## config.mk

```make
export PLATFORM = sky130hd
export DESIGN_NAME = sorted_expiry_timer_queue
export DESIGN_NICKNAME = d
export VERILOG_FILES = /design/src/rtl/setq_pkg.sv /design/src/rtl/setq_cell.sv /design/src/rtl/sorted_expiry_timer_queue.sv
export SDC_FILE = /design/constraint.sdc
export NUM_CORES = 2
export LEC_CHECK = 0
export BUFFER_PORTS_ARGS = -buffer_cell sky130_fd_sc_hd__clkbuf_2
export CAP_MARGIN = 0
export CORE_ASPECT_RATIO = 0.8
export CORE_MARGIN = 2
export CORE_UTILIZATION = 40
export CTS_CLUSTER_DIAMETER = 50
export DETAILED_ROUTE_END_ITERATION = 8
export PLACE_DENSITY_LB_ADDON = 0.12
export SYNTH_ARGS = -nofsm -noshare
export SYNTH_HDL_FRONTEND = slang
export SYNTH_HIERARCHICAL = 1
export SYNTH_SLANG_ARGS = --single-unit
```

## constraint.sdc

```tcl
create_clock -name clk -period 16.5 [get_ports clk]
set_input_delay 1.65 -clock clk [delete_from_list [all_inputs] [get_ports clk]]
set_output_delay 1.65 -clock clk [all_outputs]
set_load 0.02 [all_outputs]
```

## src/rtl/setq_pkg.sv

```systemverilog
package setq_pkg;

  localparam logic [1:0] CMD_ADD    = 2'd0;
  localparam logic [1:0] CMD_DELETE = 2'd1;
  localparam logic [1:0] CMD_ADJUST = 2'd2;
  localparam logic [1:0] CMD_TICK   = 2'd3;

  localparam logic [2:0] ST_OK        = 3'd0;
  localparam logic [2:0] ST_FULL      = 3'd1;
  localparam logic [2:0] ST_DUPLICATE = 3'd2;
  localparam logic [2:0] ST_NOT_FOUND = 3'd3;
  localparam logic [2:0] ST_EXPIRED   = 3'd4;
  localparam logic [2:0] ST_NONE      = 3'd5;

  // ins: sorted insert of the request entry (shift toward the tail)
  // del: remove the matching entry (shift toward the head)
  // pop: together with del, remove the head entry instead of the matching one
  typedef struct packed {
    logic ins;
    logic del;
    logic pop;
  } cell_ctl_t;

endpackage

```

## src/rtl/setq_cell.sv

```systemverilog
module setq_cell #(
  parameter int TIME_BITS = 32,
  parameter int ID_BITS   = 10
) (
  input  logic                   clk,
  input  logic                   rst,
  input  setq_pkg::cell_ctl_t    ctl,
  input  logic [ID_BITS-1:0]     req_id,
  input  logic [TIME_BITS-1:0]   req_time,
  input  logic [TIME_BITS-1:0]   left_exp,
  input  logic [ID_BITS-1:0]     left_conn,
  input  logic                   left_valid,
  input  logic                   left_le,
  input  logic [TIME_BITS-1:0]   right_exp,
  input  logic [ID_BITS-1:0]     right_conn,
  input  logic                   right_valid,
  input  logic                   prior_in,
  output logic [TIME_BITS-1:0]   exp,
  output logic [ID_BITS-1:0]     conn,
  output logic                   valid,
  output logic                   le,
  output logic                   lt,
  output logic                   prior_out
);

  logic match;
  logic take_right;
  logic take_new;
  logic take_left;

  assign match      = valid && (conn == req_id);
  assign le         = valid && (exp <= req_time);
  assign lt         = valid && (exp < req_time);
  assign prior_out  = prior_in | match;

  assign take_right = ctl.del && prior_out;
  assign take_new   = ctl.ins && !le && left_le;
  assign take_left  = ctl.ins && !le && !left_le;

  always_ff @(posedge clk) begin
    if (rst) begin
      valid <= 1'b0;
    end else if (take_right) begin
      valid <= right_valid;
    end else if (take_new) begin
      valid <= 1'b1;
    end else if (take_left) begin
      valid <= left_valid;
    end
  end

  always_ff @(posedge clk) begin
    if (take_right) begin
      exp  <= right_exp;
      conn <= right_conn;
    end else if (take_new) begin
      exp  <= req_time;
      conn <= req_id;
    end else if (take_left) begin
      exp  <= left_exp;
      conn <= left_conn;
    end
  end

endmodule

```

## src/rtl/sorted_expiry_timer_queue.sv

```systemverilog
// Sorted connection timer queue: up to DEPTH timers held in a chain of cells in
// ascending expiry order, equal expiries in arrival order. Every cell compares its
// entry with the broadcast request combinationally and shifts toward the head
// (delete, pop) or the tail (insert). One request is processed at a time: add and
// delete give their result from a check state, adjust deletes in the check state
// and inserts in a second state, and tick gives one expired entry per cycle while
// the output is not stalled, after a lookup state, or a single "nothing expired"
// result. in_ready rises again as the last result enters the output register.
// Output stalls hold the chain. No clearing pass is needed after reset.
module sorted_expiry_timer_queue #(
  parameter int DEPTH     = 32,
  parameter int TIME_BITS = 32,
  parameter int ID_BITS   = 10
) (
  input  logic                           clk,
  input  logic                           rst,
  input  logic                           in_valid,
  output logic                           in_ready,
  input  logic [1:0]                     command,
  input  logic [ID_BITS-1:0]             conn_id,
  input  logic [TIME_BITS-1:0]           time_value,
  output logic                           out_valid,
  input  logic                           out_ready,
  output logic [2:0]                     status,
  output logic [ID_BITS-1:0]             conn_id_out,
  output logic                           last,
  output logic [$clog2(DEPTH+1)-1:0]     occupancy
);

  localparam int CW = $clog2(DEPTH + 1);

  localparam logic [1:0] S_IDLE  = 2'd0;
  localparam logic [1:0] S_CHECK = 2'd1;
  localparam logic [1:0] S_INS   = 2'd2;
  localparam logic [1:0] S_TICK  = 2'd3;

  logic [1:0]           state;
  logic [1:0]           state_next;
  logic [1:0]           req_cmd;
  logic [ID_BITS-1:0]   req_id;
  logic [TIME_BITS-1:0] req_time;
  logic [CW-1:0]        count;
  logic [CW-1:0]        count_next;

  setq_pkg::cell_ctl_t  ctl;

  logic [TIME_BITS-1:0] c_exp   [DEPTH];
  logic [ID_BITS-1:0]   c_conn  [DEPTH];
  logic [DEPTH-1:0]     c_valid;
  logic [DEPTH-1:0]     c_le;
  logic [DEPTH-1:0]     c_lt;
  logic [DEPTH-1:0]     c_prior;

  logic                 out_free;
  logic                 found;
  logic                 emit;
  logic [2:0]           e_status;
  logic [ID_BITS-1:0]   e_id;
  logic                 e_last;

  genvar gi;
  generate
    for (gi = 0; gi < DEPTH; gi++) begin : g_cell
      logic [TIME_BITS-1:0] l_exp;
      logic [ID_BITS-1:0]   l_conn;
      logic                 l_valid;
      logic                 l_le;
      logic [TIME_BITS-1:0] r_exp;
      logic [ID_BITS-1:0]   r_conn;
      logic                 r_valid;
      logic                 p_in;

      if (gi == 0) begin : g_head
        assign l_exp   = '0;
        assign l_conn  = '0;
        assign l_valid = 1'b0;
        assign l_le    = 1'b1;
        assign p_in    = ctl.pop;
      end else begin : g_body
        assign l_exp   = c_exp[gi-1];
        assign l_conn  = c_conn[gi-1];
        assign l_valid = c_valid[gi-1];
        assign l_le    = c_le[gi-1];
        assign p_in    = c_prior[gi-1];
      end

      if (gi == DEPTH - 1) begin : g_tail
        assign r_exp   = '0;
        assign r_conn  = '0;
        assign r_valid = 1'b0;
      end else begin : g_inner
        assign r_exp   = c_exp[gi+1];
        assign r_conn  = c_conn[gi+1];
        assign r_valid = c_valid[gi+1];
      end

      setq_cell #(
        .TIME_BITS (TIME_BITS),
        .ID_BITS   (ID_BITS)
      ) u_cell (
        .clk         (clk),
        .rst         (rst),
        .ctl         (ctl),
        .req_id      (req_id),
        .req_time    (req_time),
        .left_exp    (l_exp),
        .left_conn   (l_conn),
        .left_valid  (l_valid),
        .left_le     (l_le),
        .right_exp   (r_exp),
        .right_conn  (r_conn),
        .right_valid (r_valid),
        .prior_in    (p_in),
        .exp         (c_exp[gi]),
        .conn        (c_conn[gi]),
        .valid       (c_valid[gi]),
        .le          (c_le[gi]),
        .lt          (c_lt[gi]),
        .prior_out   (c_prior[gi])
      );
    end
  endgenerate

  assign in_ready = (state == S_IDLE);
  assign out_free = !out_valid || out_ready;
  assign found    = c_prior[DEPTH-1];

  always_comb begin
    state_next = state;
    count_next = count;
    ctl        = '0;
    emit       = 1'b0;
    e_status   = setq_pkg::ST_OK;
    e_id       = req_id;
    e_last     = 1'b1;
    unique case (state)
      S_IDLE: begin
        if (in_valid) begin
          state_next = S_CHECK;
        end
      end
      S_CHECK: begin
        if (req_cmd == setq_pkg::CMD_TICK) begin
          state_next = S_TICK;
        end else if (out_free) begin
          state_next = S_IDLE;
          unique case (req_cmd)
            setq_pkg::CMD_ADD: begin
              emit = 1'b1;
              if (found) begin
                e_status = setq_pkg::ST_DUPLICATE;
              end else if (count == CW'(DEPTH)) begin
                e_status = setq_pkg::ST_FULL;
              end else begin
                ctl.ins    = 1'b1;
                count_next = count + 1'b1;
              end
            end
            setq_pkg::CMD_DELETE: begin
              emit = 1'b1;
              if (!found) begin
                e_status = setq_pkg::ST_NOT_FOUND;
              end else begin
                ctl.del    = 1'b1;
                count_next = count - 1'b1;
              end
            end
            setq_pkg::CMD_ADJUST: begin
              if (!found) begin
                emit     = 1'b1;
                e_status = setq_pkg::ST_NOT_FOUND;
              end else begin
                ctl.del    = 1'b1;
                count_next = count - 1'b1;
                state_next = S_INS;
              end
            end
            default: begin
              state_next = S_TICK;
            end
          endcase
        end
      end
      S_INS: begin
        if (out_free) begin
          ctl.ins    = 1'b1;
          count_next = count + 1'b1;
          emit       = 1'b1;
          state_next = S_IDLE;
        end
      end
      default: begin
        if (out_free) begin
          emit = 1'b1;
          if (c_lt[0]) begin
            ctl.del    = 1'b1;
            ctl.pop    = 1'b1;
            count_next = count - 1'b1;
            e_status   = setq_pkg::ST_EXPIRED;
            e_id       = c_conn[0];
            e_last     = !c_lt[1];
            if (!c_lt[1]) begin
              state_next = S_IDLE;
            end
          end else begin
            e_status   = setq_pkg::ST_NONE;
            state_next = S_IDLE;
          end
        end
      end
    endcase
  end

  always_ff @(posedge clk) begin
    if (rst) begin
      state     <= S_IDLE;
      count     <= '0;
      out_valid <= 1'b0;
    end else begin
      state <= state_next;
      count <= count_next;
      if (emit) begin
        out_valid <= 1'b1;
      end else if (out_ready) begin
        out_valid <= 1'b0;
      end
    end
  end

  always_ff @(posedge clk) begin
    if (in_valid && in_ready) begin
      req_cmd  <= command;
      req_id   <= conn_id;
      req_time <= time_value;
    end
    if (emit) begin
      status      <= e_status;
      conn_id_out <= e_id;
      last        <= e_last;
      occupancy   <= count_next;
    end
  end

`ifndef SYNTHESIS
  a_count_range: assert property (@(posedge clk) disable iff (rst)
    count <= CW'(DEPTH))
    else $error("timer count above depth");

  a_valid_matches_count: assert property (@(posedge clk) disable iff (rst)
    $countones(c_valid) == int'(count))
    else $error("valid cells disagree with count");

  a_none_is_last: assert property (@(posedge clk) disable iff (rst)
    out_valid && status == setq_pkg::ST_NONE |-> last)
    else $error("nothing-expired result without last");

  a_busy_after_accept: assert property (@(posedge clk) disable iff (rst)
    in_valid && in_ready |=> state == S_CHECK)
    else $error("accepted request not in check");
`endif

endmodule

```

Word-level counts from Yosys, hierarchy flattened --
Cells that the tools add are included.
Storage, ports and cells: flip-flop bits (word level) 1449, input bits 48, logic and storage cells 823
Operators by class: $add $sub $neg 2, equality and inequality tests 42, reduce and logical (&&, ||, !) cells 271, bitwise logic cells 34, mux-type cells 334, $lt $le $gt $ge 34
Operators with widths (count):
- $mux W32 | 94
- $le A32 B32 Y1 | 32
- $mux W10 | 97
- $eq A10 B10 Y1 | 32
- $logic_and A1 B1 Y1 | 193
- $mux W1 | 108
- $reduce_bool A3 Y1 | 31
- $lt A32 B32 Y1 | 2
- $mux W6 | 8
- $logic_not A1 Y1 | 34
- $or A1 B1 Y1 | 32
- $mux W2 | 13
- $pmux W6 S3 | 1
- $mux W3 | 4
- $pmux W3 S2 | 2
- $pmux W6 S2 | 1
- $pmux W1 S2 | 4
- $reduce_or A2 Y1 | 4
- $add A6 B1 Y6 const B | 1
- $eq A2 B2 Y1 const B | 3
- $eq A6 B6 Y1 const B | 1
- $pmux W2 S3 | 1
- $reduce_bool A2 Y1 | 3
- $sub A6 B1 Y6 const B | 1
- 11 further kinds | 15

Logic depth before layout (Yosys ltp) --
depth in word-level cells 47, depth in mapped cells 53, gate-level depth less buffers 49

Cells and area by module --
Netlist, hierarchy kept.
By module, submodules not included:
- setq_cell (g_cell[0].u_cell ...) | cells an instance 328, seq. area each 1281.2 um^2, times used 31, area each 3160.5 um^2
- sorted_expiry_timer_queue | cells an instance 257, seq. area each 2102.0 um^2, times used 1, area each 3433.3 um^2
- setq_cell (g_cell[9].u_cell) | cells an instance 284, seq. area each 1281.2 um^2, times used 1, area each 3256.9 um^2

Worst setup path after synthesis --
Ideal clock, no wire load.
kind register to register, from register req_time[13], to register g_cell[9].u_cell.conn[0], enable pin, setup time 400 ps, cell stages (with the launch flop) 51, path slack 2401 ps, path buffers 2, arrival 13699 ps, cells stage by stage edfxtp_1 > inv_1 > ha_1 > nand4_1 > nor4_1 > a21boi_0 > o31ai_1 > and4_1 > nand2_1 > nor2_2 > buf_2 > a31o_2 > a31o_2 > a31o_2 > a31o_2 > a31o_2 > a31o_2 > a31o_2 > [... 15 more ...] > a31o_2 > a31o_2 > a31o_2 > a31o_2 > a31o_2 > a31o_2 > a31o_2 > a31o_2 > a31o_2 > a31o_2 > buf_6 > a311o_2 > o21ai_1 > and2_1 > inv_1 > a311oi_1 > nor2_1 > nand2_1
RTL lines:
- from (decl) | RTL line sorted_expiry_timer_queue.sv:41 | logic [TIME_BITS-1:0] req_time;
- from (signal assigned) | RTL line sorted_expiry_timer_queue.sv:234 | req_time <= time_value;
- to (signal assigned) | RTL line setq_cell.sv:55 | conn <= right_conn;
- to (signal assigned) | RTL line setq_cell.sv:58 | conn <= req_id;
- to (signal assigned) | RTL line setq_cell.sv:61 | conn <= left_conn;
- to (decl) | RTL line setq_cell.sv:19 | output logic [ID_BITS-1:0] conn,

==> results.md <==
Timing:
- The number of failing setup endpoints in the final timing report is 0.
- The final-report hold violation count is 0.
- The worst pin sits at a relative slew slack of 0.1607.
- The maximum clock frequency is 66.78 MHz.
- Setup repair after global routing left no endpoint under its margin.
- For the pin with the worst max-slew slack, the measured transition is ~1.3 ns.
- The final hold slack is 0.5223 ns.
- Of the available clock period, the critical path in the final layout requires 0.9076.
- The final total negative setup slack is 0 ns.
- The routed design could run at a clock period as short as 14.97 ns.
- The final-report max-slew violation count came to 0.
- On the final layout, the worst clock skew is 0.06800 ns.

Layout:
- The most frequent standard cell in the layout excluding fill and tap cells is sky130_fd_sc_hd__a21oi_1.
- The antenna diode count is 0.
- The area growth from synthesis to layout is 10.58%.
- The filler cells instantiated in the layout total 24240.
- The share of the core filled with cells is 0.4450.
- With fillers left out, the area of the finished cells amounts to 0.1152 sq mm.
- The number of nets in the final layout is 11840.
- The multi-input combinational cells in the finished layout cover a total of 0.05519 sq mm.
- The sequential cell area in the final layout is about 0.043 sq mm.
- The share of cells above drive strength 1 is 0.06694.
- In the layout the commonest cells are 1735 x sky130_fd_sc_hd__a21oi_1, 1441 x sky130_fd_sc_hd__nor2_1, 1408 x sky130_fd_sc_hd__edfxtp_1.

Placed design:
- In this run the tool buffered the top-level ports with 69 buffer cells.
- The wire-length estimate of the detail-placed layout is ~270 mm.
- After detailed placement, the total cell area comes to around 0.11 sq mm.
- Routability-driven placement finished with a final weighted congestion of 0.8668.

Drt:
- Using the TritonRoute via totals, the vias-per-cell ratio works out to 5.698.
- The DRC violation count after routing is 0.
- The detail route stage leaves a number of antenna-violating nets equal to 0.
- After detailed routing, the average wire length per cell comes to roughly 25 um.
- After the first detailed-routing iteration, the DRC count stood at around 9300.
- The first-pass iteration count of the detailed router is 5.
- The total via count in the routed design is ~82000.
- The routed wire length is 357.7 mm.

Global route:
- The first global-routing pass estimated roughly 520 mm of wire.
- Entering global routing, the biggest net connects between 80 and 90 pins.
- The overall routing resource usage is 0.2619.
- The via count of the first global-routing pass is 76600.
- The total overflow left after global routing is 0.
- The initial antenna violation count is 6.

Synthesis:
- Summing every instance area after synthesis gives 0.1042 sq mm.
- The count of yosys warnings during synthesis is 6.
- The average cell area after synthesis is around 9.8 sq um.
- The post-synthesis instance total is 10650.

Clock tree:
- TritonCTS built the clock tree.
- After clock tree synthesis, the clock-pin slew on the worst setup and hold paths is 0.06 ns.
- The number of buffers inserted for hold repair after clock tree synthesis is 0.
- The later pin in the worst-skew pair is clocked with a latency of roughly 0.9 ns.
- Buffers inserted during clock tree synthesis total 205.
- The clock passes through at most 4 buffers.
- The H-tree was split into 4 levels.
- After clock tree synthesis, the setup repair step added 0 buffers.
- Gates resized during post-CTS repair numbered 0.
- The clock net sink count is 1449.
- The root buffer cell chosen for the clock tree is sky130_fd_sc_hd__clkbuf_16.

Job:
- Across the run, the number of max-cap violations was 0.

Power and ir drop:
- The leakage power is 56.07 nW.
- The share of total power dissipated in the clock network is 0.410.
- The design draws 0.01105 W.
- The sequential share of power is 0.414.
- The combinational group share of total power is 0.176.
- Dividing total power by cell area gives a power density of 95.89 mW/mm^2.
- Across the VDD grid, the largest voltage drop is 0.0001050 V.
- The analysis attributes to net switching a power of 0.003377 W.
- Of the total power, the share spent switching nets is 0.3057.
- Cell internal power was estimated by the tool at approximately 0.0077 W.

Die:
- The floorplan step set the die height to between 400 and 500 um.
- The core outline area is between 0.2 and 0.3 sq mm.
- The die boundary width is 574.6 um.
- The row count is 167.
- During I/O placement, the number of pins put on the boundary was 70.
- For this configuration, the core starts out at a cell density of 0.4025.
- The area of the die is approximately 0.26 sq mm.

Worst setup path:
- By startpoint and endpoint, the worst setup path is classified as register to register.
- STA puts the critical path data arrival time at about 15 ns.
- By instance count, the cell type seen most on the critical path is sky130_fd_sc_hd__a31o_2.
- The capturing element type of the critical path is a register.
- The slowest stage of the critical path belongs to the cell sky130_fd_sc_hd__nor4_1.
- STA classifies the critical path startpoint as a register.
- For this run, the slowest stage of the critical path takes around 0.82 ns.
- The critical path data required time is 16.83 ns.
- The highest net fanout along the worst path is 42.

Run status:
- The run finished with clean final reports.

Min path:
- The class of the tightest hold or removal check is register to register.
power by group through the flow:
stage	Combinational (W)	Clock, W	Sequential, W
after floorplan	0.00111	0	0.00465
after global placement	0.00181	0	0.00464
after detailed placement	0.00190	0	0.00464
after CTS	0.00191	0.00462	0.00456
after global routing	0.00216	0.00475	0.00458
final	0.00194	0.00453	0.00457
metrics by stage:
step / cells / worst slack (ns)
3_5_place_dp: 14020 / 1.599
6_report: 14390 / 1.525
4_1_cts: 14390 / 1.553
3_3_place_gp: 14020 / 1.838
5_1_grt: 14390 / 1.044
2_1_floorplan: 10740 / 2.401
layer usage:
metal | GRT usage | wire length [um]
met1 | 0.4205 | 178600
met2 | 0.3596 | 140200
met3 | 0.03434 | 29580
met4 | 0.06894 | 9304
met5 | 0 | 42
cell type report:
class	instances	area share
clock inverters	127	0.01212
well taps	3464	0.03762
flip-flops and latches	1449	0.3741
repair buffers	243	0.01544
clock buffers	242	0.04681
multi-input cells	7789	0.4790
inverters	1071	0.03489
sequential cells by signal (all words and copies together) (netlist names):
| register | cells |
|---|---|
| g_cell.u_cell/exp | 1024 |
| g_cell.u_cell/conn | 320 |
| g_cell.u_cell/valid | 32 |
| req_time | 32 |
| conn_id_out | 10 |
| req_id | 10 |
| count | 6 |
| occupancy | 6 |
| status | 3 |
| req_cmd | 2 |
| state | 2 |
| last | 1 |
| out_valid | 1 |
worst paths after layout:
path | endpoint | cells past startpoint | start | slack [ns]
setup / recovery | g_cell[0].u_cell/exp[12] | 50 | req_time[13] | 1.53
hold / removal | state[1] | 2 | state[1] | 0.52
setup reg to reg | g_cell[0].u_cell/exp[12] | 50 | req_time[13] | 1.53
hold reg to reg | state[1] | 2 | state[1] | 0.52
worst max-delay path, delay by kind of cell (launching register included):
family	cells	cell delay, ns
adder cells (fa/ha/maj)	1	0.31
AND/OR/NAND/NOR	10	3.44
buffers and inverters	5	1.57
AO/OA/AOI/OAI	34	8.67
flip-flops	1	0.32
Power figures use the tool's default switching activity.
